[config.mk]
export PLATFORM = sky130hd
export DESIGN_NAME = hpc_queue
export DESIGN_NICKNAME = d
export VERILOG_FILES = /design/src/hpc_pkg.sv /design/src/hpc_queue.sv
export SDC_FILE = /design/constraint.sdc
export NUM_CORES = 1
export LEC_CHECK = 0
export BUFFER_PORTS_ARGS = -buffer_cell sky130_fd_sc_hd__buf_2
export CAP_MARGIN = 20
export CELL_PAD_IN_SITES_DETAIL_PLACEMENT = 1
export CELL_PAD_IN_SITES_GLOBAL_PLACEMENT = 1
export CORE_MARGIN = 1.5
export CORE_UTILIZATION = 50
export CTS_BUF_LIST = sky130_fd_sc_hd__clkbuf_8
export DETAILED_ROUTE_END_ITERATION = 8
export PLACE_DENSITY_LB_ADDON = 0.1
export SLEW_MARGIN = 10
export SYNTH_ARGS = -nofsm -noshare
export SYNTH_HDL_FRONTEND = slang
export SYNTH_SLANG_ARGS = --single-unit
[constraint.sdc]
create_clock -name clk -period 6.9 [get_ports clk]
set_clock_uncertainty 0.05 [all_clocks]
set_input_delay 1.38 -clock clk [delete_from_list [all_inputs] [get_ports clk]]
set_output_delay 1.38 -clock clk [all_outputs]
set_load 0.03 [all_outputs]
[src/hpc_pkg.sv]
// ----------------------------------------------------------------------------
// hpc_pkg: shared types, constants and tables for the half precision cosine
// Back-end fixed point uses 62 fraction bits; tables hold 56.
// ----------------------------------------------------------------------------
package hpc_pkg;

  localparam int HPC_TABLE_ENTRIES = 32;
  localparam int HPC_IDX_W         = $clog2(HPC_TABLE_ENTRIES);
  localparam int HPC_FRONT_STAGES  = 6;
  localparam int HPC_FRONT_CW      = $clog2(HPC_FRONT_STAGES + 1);
  localparam int HPC_QUEUE_DEPTH   = 8;

  localparam logic [63:0] HPC_INV_PI16 = 64'h00145f306dc9c883;
  localparam logic [63:0] HPC_PI16     = 64'h001921fb54442d18;
  localparam logic signed [63:0] HPC_ONE = 64'sh4000000000000000;
  localparam logic signed [63:0] HPC_C24 = 64'sh1555556 <<< 33;
  localparam logic signed [63:0] HPC_C6  = 64'sh1555556 <<< 35;

  localparam logic [15:0] HPC_QNAN    = 16'h7E00;
  localparam logic [4:0]  HPC_EXP_MAX = 5'h1f;

  typedef logic [1:0] hpc_mode_t;
  localparam hpc_mode_t RM_NEAREST = 2'd0;
  localparam hpc_mode_t RM_ZERO    = 2'd1;
  localparam hpc_mode_t RM_UP      = 2'd2;
  localparam hpc_mode_t RM_DOWN    = 2'd3;

  // word handed from the front end to the back end
  typedef struct packed {
    logic                  nan;
    logic [HPC_IDX_W-1:0]  idx;
    logic signed [63:0]    r;
  } hpc_item_t;

  // increment decision for a magnitude with discarded bits
  function automatic logic hpc_round_up(input hpc_mode_t mode, input logic neg,
                                        input logic lsb, input logic nz,
                                        input logic gt, input logic eq);
    logic up;
    up = 1'b0;
    if (nz) begin
      unique case (mode)
        RM_NEAREST: up = gt || (eq && lsb);
        RM_ZERO:    up = 1'b0;
        RM_UP:      up = !neg;
        RM_DOWN:    up = neg;
        default:    up = 1'b0;
      endcase
    end
    return up;
  endfunction

  function automatic logic signed [63:0] hpc_cos_rom(input logic [HPC_IDX_W-1:0] i);
    logic signed [63:0] v;
    unique case (i)
      5'd0:  v = 64'sh100000000000000;
      5'd1:  v = 64'shfb14be7fbae580;
      5'd2:  v = 64'shec835e79946a30;
      5'd3:  v = 64'shd4db3148750d18;
      5'd4:  v = 64'shb504f333f9de68;
      5'd5:  v = 64'sh8e39d9cd734648;
      5'd6:  v = 64'sh61f78a9abaa590;
      5'd7:  v = 64'sh31f17078d34c1a;
      5'd8:  v = 64'sd4;
      5'd9:  v = -64'sh31f17078d34c10;
      5'd10: v = -64'sh61f78a9abaa588;
      5'd11: v = -64'sh8e39d9cd734630;
      5'd12: v = -64'shb504f333f9de60;
      5'd13: v = -64'shd4db3148750d20;
      5'd14: v = -64'shec835e79946a30;
      5'd15: v = -64'shfb14be7fbae580;
      5'd16: v = -64'sh100000000000000;
      5'd17: v = -64'shfb14be7fbae580;
      5'd18: v = -64'shec835e79946a38;
      5'd19: v = -64'shd4db3148750d28;
      5'd20: v = -64'shb504f333f9de70;
      5'd21: v = -64'sh8e39d9cd734640;
      5'd22: v = -64'sh61f78a9abaa5b4;
      5'd23: v = -64'sh31f17078d34c32;
      5'd24: v = -64'sd13;
      5'd25: v = 64'sh31f17078d34c18;
      5'd26: v = 64'sh61f78a9abaa59c;
      5'd27: v = 64'sh8e39d9cd734628;
      5'd28: v = 64'shb504f333f9de58;
      5'd29: v = 64'shd4db3148750d18;
      5'd30: v = 64'shec835e79946a20;
      5'd31: v = 64'shfb14be7fbae578;
      default: v = '0;
    endcase
    return v;
  endfunction

  function automatic logic signed [63:0] hpc_sin_rom(input logic [HPC_IDX_W-1:0] i);
    logic signed [63:0] v;
    unique case (i)
      5'd0:  v = 64'sd0;
      5'd1:  v = 64'sh31f17078d34c14;
      5'd2:  v = 64'sh61f78a9abaa58c;
      5'd3:  v = 64'sh8e39d9cd734640;
      5'd4:  v = 64'shb504f333f9de60;
      5'd5:  v = 64'shd4db3148750d18;
      5'd6:  v = 64'shec835e79946a30;
      5'd7:  v = 64'shfb14be7fbae580;
      5'd8:  v = 64'sh100000000000000;
      5'd9:  v = 64'shfb14be7fbae580;
      5'd10: v = 64'shec835e79946a30;
      5'd11: v = 64'shd4db3148750d28;
      5'd12: v = 64'shb504f333f9de68;
      5'd13: v = 64'sh8e39d9cd734640;
      5'd14: v = 64'sh61f78a9abaa594;
      5'd15: v = 64'sh31f17078d34c2e;
      5'd16: v = 64'sd9;
      5'd17: v = -64'sh31f17078d34c1c;
      5'd18: v = -64'sh61f78a9abaa584;
      5'd19: v = -64'sh8e39d9cd734630;
      5'd20: v = -64'shb504f333f9de60;
      5'd21: v = -64'shd4db3148750d18;
      5'd22: v = -64'shec835e79946a20;
      5'd23: v = -64'shfb14be7fbae578;
      5'd24: v = -64'sh100000000000000;
      5'd25: v = -64'shfb14be7fbae580;
      5'd26: v = -64'shec835e79946a28;
      5'd27: v = -64'shd4db3148750d28;
      5'd28: v = -64'shb504f333f9de70;
      5'd29: v = -64'sh8e39d9cd734640;
      5'd30: v = -64'sh61f78a9abaa5b8;
      5'd31: v = -64'sh31f17078d34c36;
      default: v = '0;
    endcase
    return v;
  endfunction

endpackage

[src/hpc_queue.sv]
// ----------------------------------------------------------------------------
// hpc_queue: short queue between front and back end
// The back end drains one word a cycle whenever the queue holds one.
// ----------------------------------------------------------------------------
module hpc_queue
  import hpc_pkg::*;
#(
  parameter int DEPTH = HPC_QUEUE_DEPTH
) (
  input  logic                       clk,
  input  logic                       rst,
  input  logic                       push,
  input  hpc_item_t                  din,
  output logic                       pop,
  output hpc_item_t                  dout,
  output logic [$clog2(DEPTH+1)-1:0] level
);

  localparam int AW = (DEPTH > 1) ? $clog2(DEPTH) : 1;
  localparam int LW = $clog2(DEPTH + 1);

  hpc_item_t        mem [DEPTH];
  logic [AW-1:0]    wr_ptr, rd_ptr;

  assign pop  = (level != LW'(0));
  assign dout = mem[rd_ptr];

  always_ff @(posedge clk) begin
    if (push) begin
      mem[wr_ptr] <= din;
    end
    if (rst) begin
      wr_ptr <= '0;
      rd_ptr <= '0;
      level  <= '0;
    end else begin
      if (push) wr_ptr <= (wr_ptr == AW'(DEPTH - 1)) ? '0 : wr_ptr + AW'(1);
      if (pop)  rd_ptr <= (rd_ptr == AW'(DEPTH - 1)) ? '0 : rd_ptr + AW'(1);
      level <= level + LW'(push) - LW'(pop);
    end
  end

endmodule

==> qor.csv <==
metric,value,unit
status,"complete, no violations",
CP Data Arrival Time,3.33,ns
critical path launch point type,flop,
layout cells sized above 1,42.8,%
antenna violations before repair,7,
"Slew Viols, Final",0,
total gr overflow,0,
top post-synthesis cells by area,"edfxtp_1 (78%), mux4_2 (15%), mux2_2 (3.6%)",
Antenna Nets Post-Route,0,
final setup fails,0,
post-CTS setup buffers,0,
Setup CP Type,reg2out,
clock-pin slew on the worst setup and hold paths,0.06,ns
CTS Buf Count,91,
largest fanout on the critical path,114,
Via density,5.52,
syn_area_per_cell,24.6,um2
CTS resizes,0,
WL/cell,24.7,um
Mapped Nets,964,
GRT Util Overall,20.3,%
cell taking the most area after synthesis,edfxtp_1,
buffers added on ports,147,
Post-Place Setup Slack,2.70,ns
fin crit period,4.76,ns
first-pass GRT wire length,65.9,mm
Syn Inst Count,881,
RSZ-0062 raised after global routing,false,
Min-Delay Path Class,reg2reg,
DRC Markers,0,
clock sink total,573,
Pre-antenna DRT Iters,4,
Area growth syn-to-layout,14.3,%
Core Area,42900,um2
routed vias,9665,
worst skew pair latency,0.65,ns
PD cells,340,nW/um2
yosys warns,0,
number of global-route vias before repair,10700,
register area share after synthesis,78.9,%
Critical Path RT,5.47,ns
Die W,211,um
Rows,76,
Final period util,69.0,%
dpl hpwl,21.9,mm
overall die area,44600,um2
cts hold-fix bufs,0,
Mapped Area,21700,um2
final net count,1178,
Clock Tree Root,clkbuf_8,
Placed Cells incl. Taps,1587,
Leakage,8.00,nW
Worst setup EP type,output pin,
Max-cap violations,0,
Worst-Margin Slew,1.05,ns
Top Ports,148,
CTS HTree Levels,3,
Seq cells post-synth,573,
PnR worst setup slack,2.14,ns
Longest Clk Path Bufs,3,
Hold Fails Final Rpt,0,
WL final,43.2,mm
synth unique cells,26,
total negative slack,0,ns
CTS tree,built,
Max-slew headroom,29.6,%
Finished Layout Cells,1752,
Fmax,210,MHz
GP Congestion,0.700,
Max rail drop VDD,223,uV
Die Y-Extent,211,um
"Core Util, Final",57.7,%
largest net degree at the start of global routing,115,
Yosys top cell area share,77.7,%
Pwr Total,0.00842,W
initial DRC count,629,
Starting Density,50.5,%
## final cells by class
type / count / area, um2
Timing Repair Buffer: 162 / 911
Antenna cell: 1 / 2.50
Inverter: 7 / 26.3
Clock buffer: 95 / 1310
Fill cell: 3631 / 18100
Tap cell: 585 / 732
Clock inverter: 69 / 323
Multi-Input combinational cell: 260 / 4350
Sequential cell: 573 / 17100
## synth_stat cells
library cell,instances
edfxtp_1,560
mux4_2,140
mux2_2,70
buf_2,14
clkbuf_1,14
dfxtp_1,13
buf_6,11
nor2_1,10
ha_1,9
inv_1,7
nand2b_1,6
a21oi_1,5
nand2_1,4
nor2b_1,3
buf_1,2
mux2i_1,2
nor3_1,2
a31o_2,1
fa_1,1
nand3_1,1
nand3b_1,1
nor3b_1,1
o21ai_0,1
or3_1,1
or3b_2,1
xnor2_1,1
## cell usage in the layout, fill, tap and decap left out
cell and instances:
a21oi_1 5, a31o_2 1, buf_12 5, buf_2 147
buf_4 10, bufinv_16 1, clkbuf_8 95, clkinv_1 20
clkinv_2 13, clkinvlp_4 3, dfxtp_1 10, dfxtp_4 3
diode_2 1, edfxtp_1 560, fa_1 1, ha_1 9
inv_1 37, inv_6 2, mux2_2 70, mux2i_1 2
mux4_2 140, nand2_1 4, nand2b_1 6, nand3_1 1
nand3b_1 1, nor2_1 4, nor2_4 6, nor2b_1 3
nor3_2 2, nor3b_1 1, o21ai_0 1, or3_1 1
or3b_2 1, xnor2_1 1
## stage by stage
step                hold WS (ns)  cell area, um2
floorplan                  0.400           21700
global placement           0.437           23100
detailed placement         0.457           23100
CTS                        0.472           24700
global route               0.527           24700
finish                     0.466           24700
## metal layers
| metal | vias to the layer above | global-route usage [%] | routed length (um) |
|---|---|---|---|
| met1 | 5144 | 27.3 | 18700 |
| met5 | - | 0.334 | 84 |
| met2 | 243 | 32.6 | 21200 |
| met3 | 83 | 5.08 | 2330 |
| li1 | 4181 | - | - |
| met4 | 14 | 7.19 | 891 |
## registers in the layout, summed over array words and instances (netlist names), named ones only
register and count:
mem 560, wr_ptr 3, rd_ptr 3, level 4
## cells by family after synthesis
group,after synthesis,synth area share [%]
buf+inv,48,1.29
compound gates,7,0.179
fa+ha+maj,10,0.613
simple gates,30,0.711
mux,212,18.3
xor+xnor,1,0.0405
flops,573,78.9
## critical path: stages, from the launching register on
cell	delay, ns
dfxtp_4	0.71
buf_12	0.75
mux4_2	0.63
mux2_2	0.29
buf_2	0.18
## path summary, 6_finish.rpt
path,from,endpoint,slack [ns],cells past startpoint
max,flop,dout[13],2.14,4
max reg2reg,level[2],level[2],4.30,10
min,rd_ptr[1],flop,0.47,2
min reg2reg,rd_ptr[1],flop,0.47,2
## power by group
part	switching [W]	total, W	internal [W]
registers	0.000127	0.00404	0.00392
clock network	0.00129	0.00261	0.00131
logic	0.00102	0.00176	0.000749
(Power assumes the default switching activity.)
