File: src/hpc_pkg.sv
// ----------------------------------------------------------------------------
// hpc_pkg: shared types, constants and tables for the half precision cosine
// Back-end fixed point uses 62 fraction bits; tables hold 56.
// ----------------------------------------------------------------------------
package hpc_pkg;

  localparam int HPC_TABLE_ENTRIES = 32;
  localparam int HPC_IDX_W         = $clog2(HPC_TABLE_ENTRIES);
  localparam int HPC_FRONT_STAGES  = 6;
  localparam int HPC_FRONT_CW      = $clog2(HPC_FRONT_STAGES + 1);
  localparam int HPC_QUEUE_DEPTH   = 8;

  localparam logic [63:0] HPC_INV_PI16 = 64'h00145f306dc9c883;
  localparam logic [63:0] HPC_PI16     = 64'h001921fb54442d18;
  localparam logic signed [63:0] HPC_ONE = 64'sh4000000000000000;
  localparam logic signed [63:0] HPC_C24 = 64'sh1555556 <<< 33;
  localparam logic signed [63:0] HPC_C6  = 64'sh1555556 <<< 35;

  localparam logic [15:0] HPC_QNAN    = 16'h7E00;
  localparam logic [4:0]  HPC_EXP_MAX = 5'h1f;

  typedef logic [1:0] hpc_mode_t;
  localparam hpc_mode_t RM_NEAREST = 2'd0;
  localparam hpc_mode_t RM_ZERO    = 2'd1;
  localparam hpc_mode_t RM_UP      = 2'd2;
  localparam hpc_mode_t RM_DOWN    = 2'd3;

  // word handed from the front end to the back end
  typedef struct packed {
    logic                  nan;
    logic [HPC_IDX_W-1:0]  idx;
    logic signed [63:0]    r;
  } hpc_item_t;

  // increment decision for a magnitude with discarded bits
  function automatic logic hpc_round_up(input hpc_mode_t mode, input logic neg,
                                        input logic lsb, input logic nz,
                                        input logic gt, input logic eq);
    logic up;
    up = 1'b0;
    if (nz) begin
      unique case (mode)
        RM_NEAREST: up = gt || (eq && lsb);
        RM_ZERO:    up = 1'b0;
        RM_UP:      up = !neg;
        RM_DOWN:    up = neg;
        default:    up = 1'b0;
      endcase
    end
    return up;
  endfunction

  function automatic logic signed [63:0] hpc_cos_rom(input logic [HPC_IDX_W-1:0] i);
    logic signed [63:0] v;
    unique case (i)
      5'd0:  v = 64'sh100000000000000;
      5'd1:  v = 64'shfb14be7fbae580;
      5'd2:  v = 64'shec835e79946a30;
      5'd3:  v = 64'shd4db3148750d18;
      5'd4:  v = 64'shb504f333f9de68;
      5'd5:  v = 64'sh8e39d9cd734648;
      5'd6:  v = 64'sh61f78a9abaa590;
      5'd7:  v = 64'sh31f17078d34c1a;
      5'd8:  v = 64'sd4;
      5'd9:  v = -64'sh31f17078d34c10;
      5'd10: v = -64'sh61f78a9abaa588;
      5'd11: v = -64'sh8e39d9cd734630;
      5'd12: v = -64'shb504f333f9de60;
      5'd13: v = -64'shd4db3148750d20;
      5'd14: v = -64'shec835e79946a30;
      5'd15: v = -64'shfb14be7fbae580;
      5'd16: v = -64'sh100000000000000;
      5'd17: v = -64'shfb14be7fbae580;
      5'd18: v = -64'shec835e79946a38;
      5'd19: v = -64'shd4db3148750d28;
      5'd20: v = -64'shb504f333f9de70;
      5'd21: v = -64'sh8e39d9cd734640;
      5'd22: v = -64'sh61f78a9abaa5b4;
      5'd23: v = -64'sh31f17078d34c32;
      5'd24: v = -64'sd13;
      5'd25: v = 64'sh31f17078d34c18;
      5'd26: v = 64'sh61f78a9abaa59c;
      5'd27: v = 64'sh8e39d9cd734628;
      5'd28: v = 64'shb504f333f9de58;
      5'd29: v = 64'shd4db3148750d18;
      5'd30: v = 64'shec835e79946a20;
      5'd31: v = 64'shfb14be7fbae578;
      default: v = '0;
    endcase
    return v;
  endfunction

  function automatic logic signed [63:0] hpc_sin_rom(input logic [HPC_IDX_W-1:0] i);
    logic signed [63:0] v;
    unique case (i)
      5'd0:  v = 64'sd0;
      5'd1:  v = 64'sh31f17078d34c14;
      5'd2:  v = 64'sh61f78a9abaa58c;
      5'd3:  v = 64'sh8e39d9cd734640;
      5'd4:  v = 64'shb504f333f9de60;
      5'd5:  v = 64'shd4db3148750d18;
      5'd6:  v = 64'shec835e79946a30;
      5'd7:  v = 64'shfb14be7fbae580;
      5'd8:  v = 64'sh100000000000000;
      5'd9:  v = 64'shfb14be7fbae580;
      5'd10: v = 64'shec835e79946a30;
      5'd11: v = 64'shd4db3148750d28;
      5'd12: v = 64'shb504f333f9de68;
      5'd13: v = 64'sh8e39d9cd734640;
      5'd14: v = 64'sh61f78a9abaa594;
      5'd15: v = 64'sh31f17078d34c2e;
      5'd16: v = 64'sd9;
      5'd17: v = -64'sh31f17078d34c1c;
      5'd18: v = -64'sh61f78a9abaa584;
      5'd19: v = -64'sh8e39d9cd734630;
      5'd20: v = -64'shb504f333f9de60;
      5'd21: v = -64'shd4db3148750d18;
      5'd22: v = -64'shec835e79946a20;
      5'd23: v = -64'shfb14be7fbae578;
      5'd24: v = -64'sh100000000000000;
      5'd25: v = -64'shfb14be7fbae580;
      5'd26: v = -64'shec835e79946a28;
      5'd27: v = -64'shd4db3148750d28;
      5'd28: v = -64'shb504f333f9de70;
      5'd29: v = -64'sh8e39d9cd734640;
      5'd30: v = -64'sh61f78a9abaa5b8;
      5'd31: v = -64'sh31f17078d34c36;
      default: v = '0;
    endcase
    return v;
  endfunction

endpackage

File: src/hpc_front.sv
// ----------------------------------------------------------------------------
// hpc_front: argument classification and reduction
// Six stages: decode, x*16/pi, round to 53 bits, k, k*pi/16, r and index.
// ----------------------------------------------------------------------------
module hpc_front
  import hpc_pkg::*;
(
  input  logic                    clk,
  input  logic                    rst,
  input  logic                    accept,
  input  logic [15:0]             x_bits,
  input  hpc_mode_t               mode,
  output logic                    out_valid,
  output hpc_item_t               out_item,
  output logic [HPC_FRONT_CW-1:0] level
);

  logic        v1, v2, v3, v4, v5;
  logic        nan1, nan2, nan3, nan4, nan5;
  logic        neg1, neg2, neg3, neg4, neg5;
  logic [10:0] m1, m2, m3, m4;
  logic [4:0]  eb1, eb2, eb3, eb4;
  logic [63:0] prod2;
  logic [64:0] prod3, prod3_next;
  logic [19:0] kmag4, kmag_next;
  logic [63:0] kp5, xs5;
  logic [HPC_IDX_W-1:0] idx5;
  logic [63:0] diff, rv;

  // round x*16/pi to 53 significant bits
  always_comb begin
    logic [3:0]  d;
    logic [63:0] mask, rem, half, q;
    logic        up;
    d = '0;
    for (int j = 0; j < 12; j++) begin
      if (prod2[52+j]) d = 4'(j);
    end
    mask = (64'd1 << d) - 64'd1;
    rem  = prod2 & mask;
    half = (d == 4'd0) ? 64'd0 : (64'd1 << (d - 4'd1));
    q    = prod2 >> d;
    up   = hpc_round_up(mode, neg2, q[0], rem != 64'd0, rem > half, rem == half);
    prod3_next = (65'(q) + 65'(up)) << d;
  end

  // k magnitude, nearest even
  always_comb begin
    logic [6:0]  s;
    logic [65:0] p66, q, mask, rem, half;
    logic        up;
    s    = (eb3 <= 5'd10) ? 7'd65 : (7'd75 - 7'(eb3));
    p66  = 66'(prod3);
    q    = p66 >> s;
    mask = (66'd1 << s) - 66'd1;
    rem  = p66 & mask;
    half = 66'd1 << (s - 7'd1);
    up   = (rem > half) || ((rem == half) && q[0]);
    kmag_next = 20'(q) + 20'(up);
  end

  always_comb begin
    diff = xs5 - kp5;
    rv   = neg5 ? (64'd0 - diff) : diff;
  end

  always_ff @(posedge clk) begin
    v1   <= rst ? 1'b0 : accept;
    nan1 <= (x_bits[14:10] == HPC_EXP_MAX);
    neg1 <= x_bits[15];
    m1   <= {(x_bits[14:10] != 5'd0), x_bits[9:0]};
    eb1  <= (x_bits[14:10] == 5'd0) ? 5'd1 : x_bits[14:10];

    v2    <= rst ? 1'b0 : v1;
    nan2  <= nan1;
    neg2  <= neg1;
    m2    <= m1;
    eb2   <= eb1;
    prod2 <= 64'(m1) * HPC_INV_PI16;

    v3    <= rst ? 1'b0 : v2;
    nan3  <= nan2;
    neg3  <= neg2;
    m3    <= m2;
    eb3   <= eb2;
    prod3 <= prod3_next;

    v4    <= rst ? 1'b0 : v3;
    nan4  <= nan3;
    neg4  <= neg3;
    m4    <= m3;
    eb4   <= eb3;
    kmag4 <= kmag_next;

    v5   <= rst ? 1'b0 : v4;
    nan5 <= nan4;
    neg5 <= neg4;
    kp5  <= 64'(kmag4) * HPC_PI16;
    xs5  <= 64'(m4) << (6'(eb4) + 6'd30);
    idx5 <= neg4 ? HPC_IDX_W'(20'd0 - kmag4) : kmag4[HPC_IDX_W-1:0];

    out_valid    <= rst ? 1'b0 : v5;
    out_item.nan <= nan5;
    out_item.idx <= idx5;
    out_item.r   <= $signed(rv << 7);
  end

  assign level = HPC_FRONT_CW'(v1) + HPC_FRONT_CW'(v2) + HPC_FRONT_CW'(v3)
               + HPC_FRONT_CW'(v4) + HPC_FRONT_CW'(v5) + HPC_FRONT_CW'(out_valid);

endmodule

File: config.mk
export PLATFORM = sky130hd
export DESIGN_NAME = hpc_front
export DESIGN_NICKNAME = d
export VERILOG_FILES = /design/src/hpc_pkg.sv /design/src/hpc_front.sv
export SDC_FILE = /design/constraint.sdc
export NUM_CORES = 2
export LEC_CHECK = 0
export ABC_CLOCK_PERIOD_IN_PS = 12500
export BUFFER_PORTS_ARGS = -buffer_cell sky130_fd_sc_hd__buf_2
export CAP_MARGIN = 25
export CORE_AREA = 2 2 372 521
export DETAILED_ROUTE_END_ITERATION = 8
export DIE_AREA = 0 0 374 523
export PLACE_DENSITY = 0.49
export SLEW_MARGIN = 20
export SYNTH_ARGS = -nofsm -noshare
export SYNTH_HDL_FRONTEND = slang
export SYNTH_SLANG_ARGS = --single-unit
File: constraint.sdc
create_clock -name clk -period 12.5 [get_ports clk]
set_input_delay 0 -clock clk [delete_from_list [all_inputs] [get_ports clk]]
set_output_delay 0 -clock clk [all_outputs]
set_load 0.01 [all_outputs]
==> out/results.ini <==
[global_route]
grt_start_max_net_pins=72
grt_pass1_wl_mm=259
use_met1_pct=17.6
gr-usage-met2_pct=33.0
grt_usage_pct=17.5
antenna_found_initial=4
met3_usage_pct=2.09
grt_overflow=0
top_usage_layer=met2
grt_pass1_vias=41566

[synth]
synth_top_family_by_area=adder cells
avgSynthCellArea_um2=8.78
synthXorXnorAreaFrac_pct=5.43
synth_edf_count=0
synth_mux_area_share_pct=7.04
synthSimpleGateAreaFrac_pct=13.6
synth_compound_area_share_pct=17.3
synth-async-reset-ratio_pct=0
synth_seq_cells=406
yosysUniqueCellTypes=105
ys_seq_area_share_pct=17.1
synthAdderAreaFrac_pct=32.4
synthFlopType=dfxtp_1
ys_warn_count=0
syn_inst=5398
synth_area_um2=47400

[cells_and_area]
drive_gt1_share_pct=6.56
multi_input_area_um2=36200
fillers=20509
layout.nets=6463
area_delta_synth_final_pct=11.8
register_area_um2=8130
mostFrequentLayoutCells=inv_1 (612), ha_1 (570), fa_1 (412)
layout_commonest_cell=inv_1
finish.utilization_pct=27.8

[cts]
clockBufferDepth=3
cts_resized=0
postCtsSetupBuffers=0
cts_tree=yes
cts.sinks=406
clk_pin_slew_ps=60
cts_htree_levels=2
cts_buffers=53
clk_latency_ps=690
holdBufCountCts=33
cts_root_buffer=clkbuf_16

[worst_setup_path]
cpPeakStageDelay_ps=720
worstPathMaxFanout=21
crit_buf_inv=2
cp_slowest_cell=nand2_1
crit_type=reg -> reg
startpoint=eb3[1]$_DFF_P_
reg2reg_from=eb3[1]$_DFF_P_
arrival_ps=9460
end_kind=flip-flop
crit_family=simple AND/OR/NAND/NOR gates
startpoint_type=flip-flop
cp.required_ps=13070

[sta]
setup_violations=0
report.final.slew_viol_count=0
slew_headroom_pct=24.4
rsz0062_at_grt=no
worst-slew-pin-transition_ps=1100
skew_ps=48.4
setup_ws_ps=3610
whs_ps=75.6
setup_tns_ps=0
fmax_mhz=112
min_period_over_period_pct=71.1
period_needed_ps=8890
finalHoldViolations=0

[floorplan]
io_pins=95
fp.dieH_um=523
initial_core_util_pct=24.8
core_um2=191000
design.die.area_um2=196000
row_count=190
die_x_um=374

[detailed_routing]
vias=39856
antenna_left=0
drt_iter0_drc=2372
wl_mm=174
drc=0
wire_per_inst_um=21.7
viasPerCell=4.98
first_pass_iters=7

[placed_design]
pre_cts_ws_ps=3750
place.gp.congestion=0.941
post-dp-hpwl_mm=143
portBuffers=87

[min_path]
hp-class=in -> reg
hp-start=x_bits[10]

[run_status]
status=finished clean

[run]
maxCapViolCount=0

-- kinds of logic after synthesis --
| kind of cell | count (synthesis) |
|---|---|
| simple gates | 1313 |
| compound gates | 1225 |
| fa+ha+maj | 982 |
| buf+inv | 851 |
| flops | 406 |
| mux | 325 |
| xor+xnor | 294 |
| other cells | 2 |
-- path summary, 6_finish.rpt --
| path | endpoint | slack, ps | cells past startpoint |
|---|---|---|---|
| hold reg to reg | m4[10]$_DFF_P_ | 320 | 0 |
| setup reg to reg | kmag4[12]$_DFF_P_ | 3610 | 30 |
| hold / removal | eb1[0]$_SDFF_PN1_ | 80 | 3 |
| setup / recovery | kmag4[12]$_DFF_P_ | 3610 | 30 |
-- cell usage after synthesis, types with 10 or more instances --
cell type,count,area share (%)
inv_1,612,4.8
ha_1,570,15
fa_1,412,17
dfxtp_1,406,17
nand2_1,372,2.9
nor2_1,353,2.8
a21oi_1,302,3.2
mux2i_1,301,6.4
o21ai_0,220,2.3
xnor2_1,188,3.5
a21o_1,152,2.4
clkbuf_1,151,1.2
xor2_1,106,2.0
nand3_1,102,1.1
nor3_1,71,0.75
a211oi_1,67,1.1
nor2b_1,64,0.84
nand4_1,59,0.78
and2_1,56,0.74
nand2b_1,55,0.73
and3_1,52,0.69
o22ai_1,48,0.63
a22oi_1,43,0.68
a31oi_1,41,0.54
buf_1,34,0.27
o211ai_1,33,0.52
buf_2,32,0.34
a221oi_1,30,0.55
or3_1,27,0.36
o31ai_1,26,0.41
o21a_1,24,0.38
o21bai_1,22,0.35
a211o_1,19,0.35
mux2_2,19,0.45
o221ai_1,18,0.33
or2_2,18,0.24
a22o_1,17,0.31
nor4_1,17,0.22
o211a_1,16,0.34
buf_4,12,0.19
o22a_1,12,0.22
o31a_1,12,0.22
a32oi_1,10,0.18
-- per-layer routing --
| metal | up-vias | wire [µm] |
|---|---|---|
| met3 | 491 | 6570 |
| met4 | 0 | 15100 |
| met1 | 19360 | 61500 |
| li1 | 18858 | - |
| met5 | - | 0 |
| met2 | 1147 | 90700 |
-- stage by stage --
stage,area (µm²),std cells
after floorplan,47600,5445
after detailed placement,50800,7866
after global routing,53000,8000
after CTS,53000,7997
final,53000,8000
after global placement,50800,7866
-- flip-flops by register name, summed over array words and instances, names as in the netlist, 5 cells and up --
signal and count:
prod3 65, prod2 64, out_item 63, xs5 57, kp5 53, kmag4 20, m1 11, m3 11
m4 11, m2 10, eb1 5, eb2 5, eb3 5, eb4 5, idx5 5
-- layout make-up --
type,count,area share [%]
Sequential cell,406,15.3
Multi-Input combinational cell,4188,68.3
Clock buffer,61,2.63
Antenna cell,1,0.00472
Clock inverter,37,0.928
Tap cell,2496,5.89
Inverter,616,4.36
Timing Repair Buffer,195,2.54
-- worst reg2reg max path, delay by kind of cell (launching register included) --
kind / cells / cell delay (ps)
fa+ha+maj: 3 / 810
xor+xnor: 1 / 170
flops: 1 / 300
compound gates: 9 / 2470
simple gates: 15 / 4440
buf+inv: 2 / 570
Power is left out: the tool's default activity adds up to more than one toggle a clock period on the data nets, which glitch-free logic cannot reach.
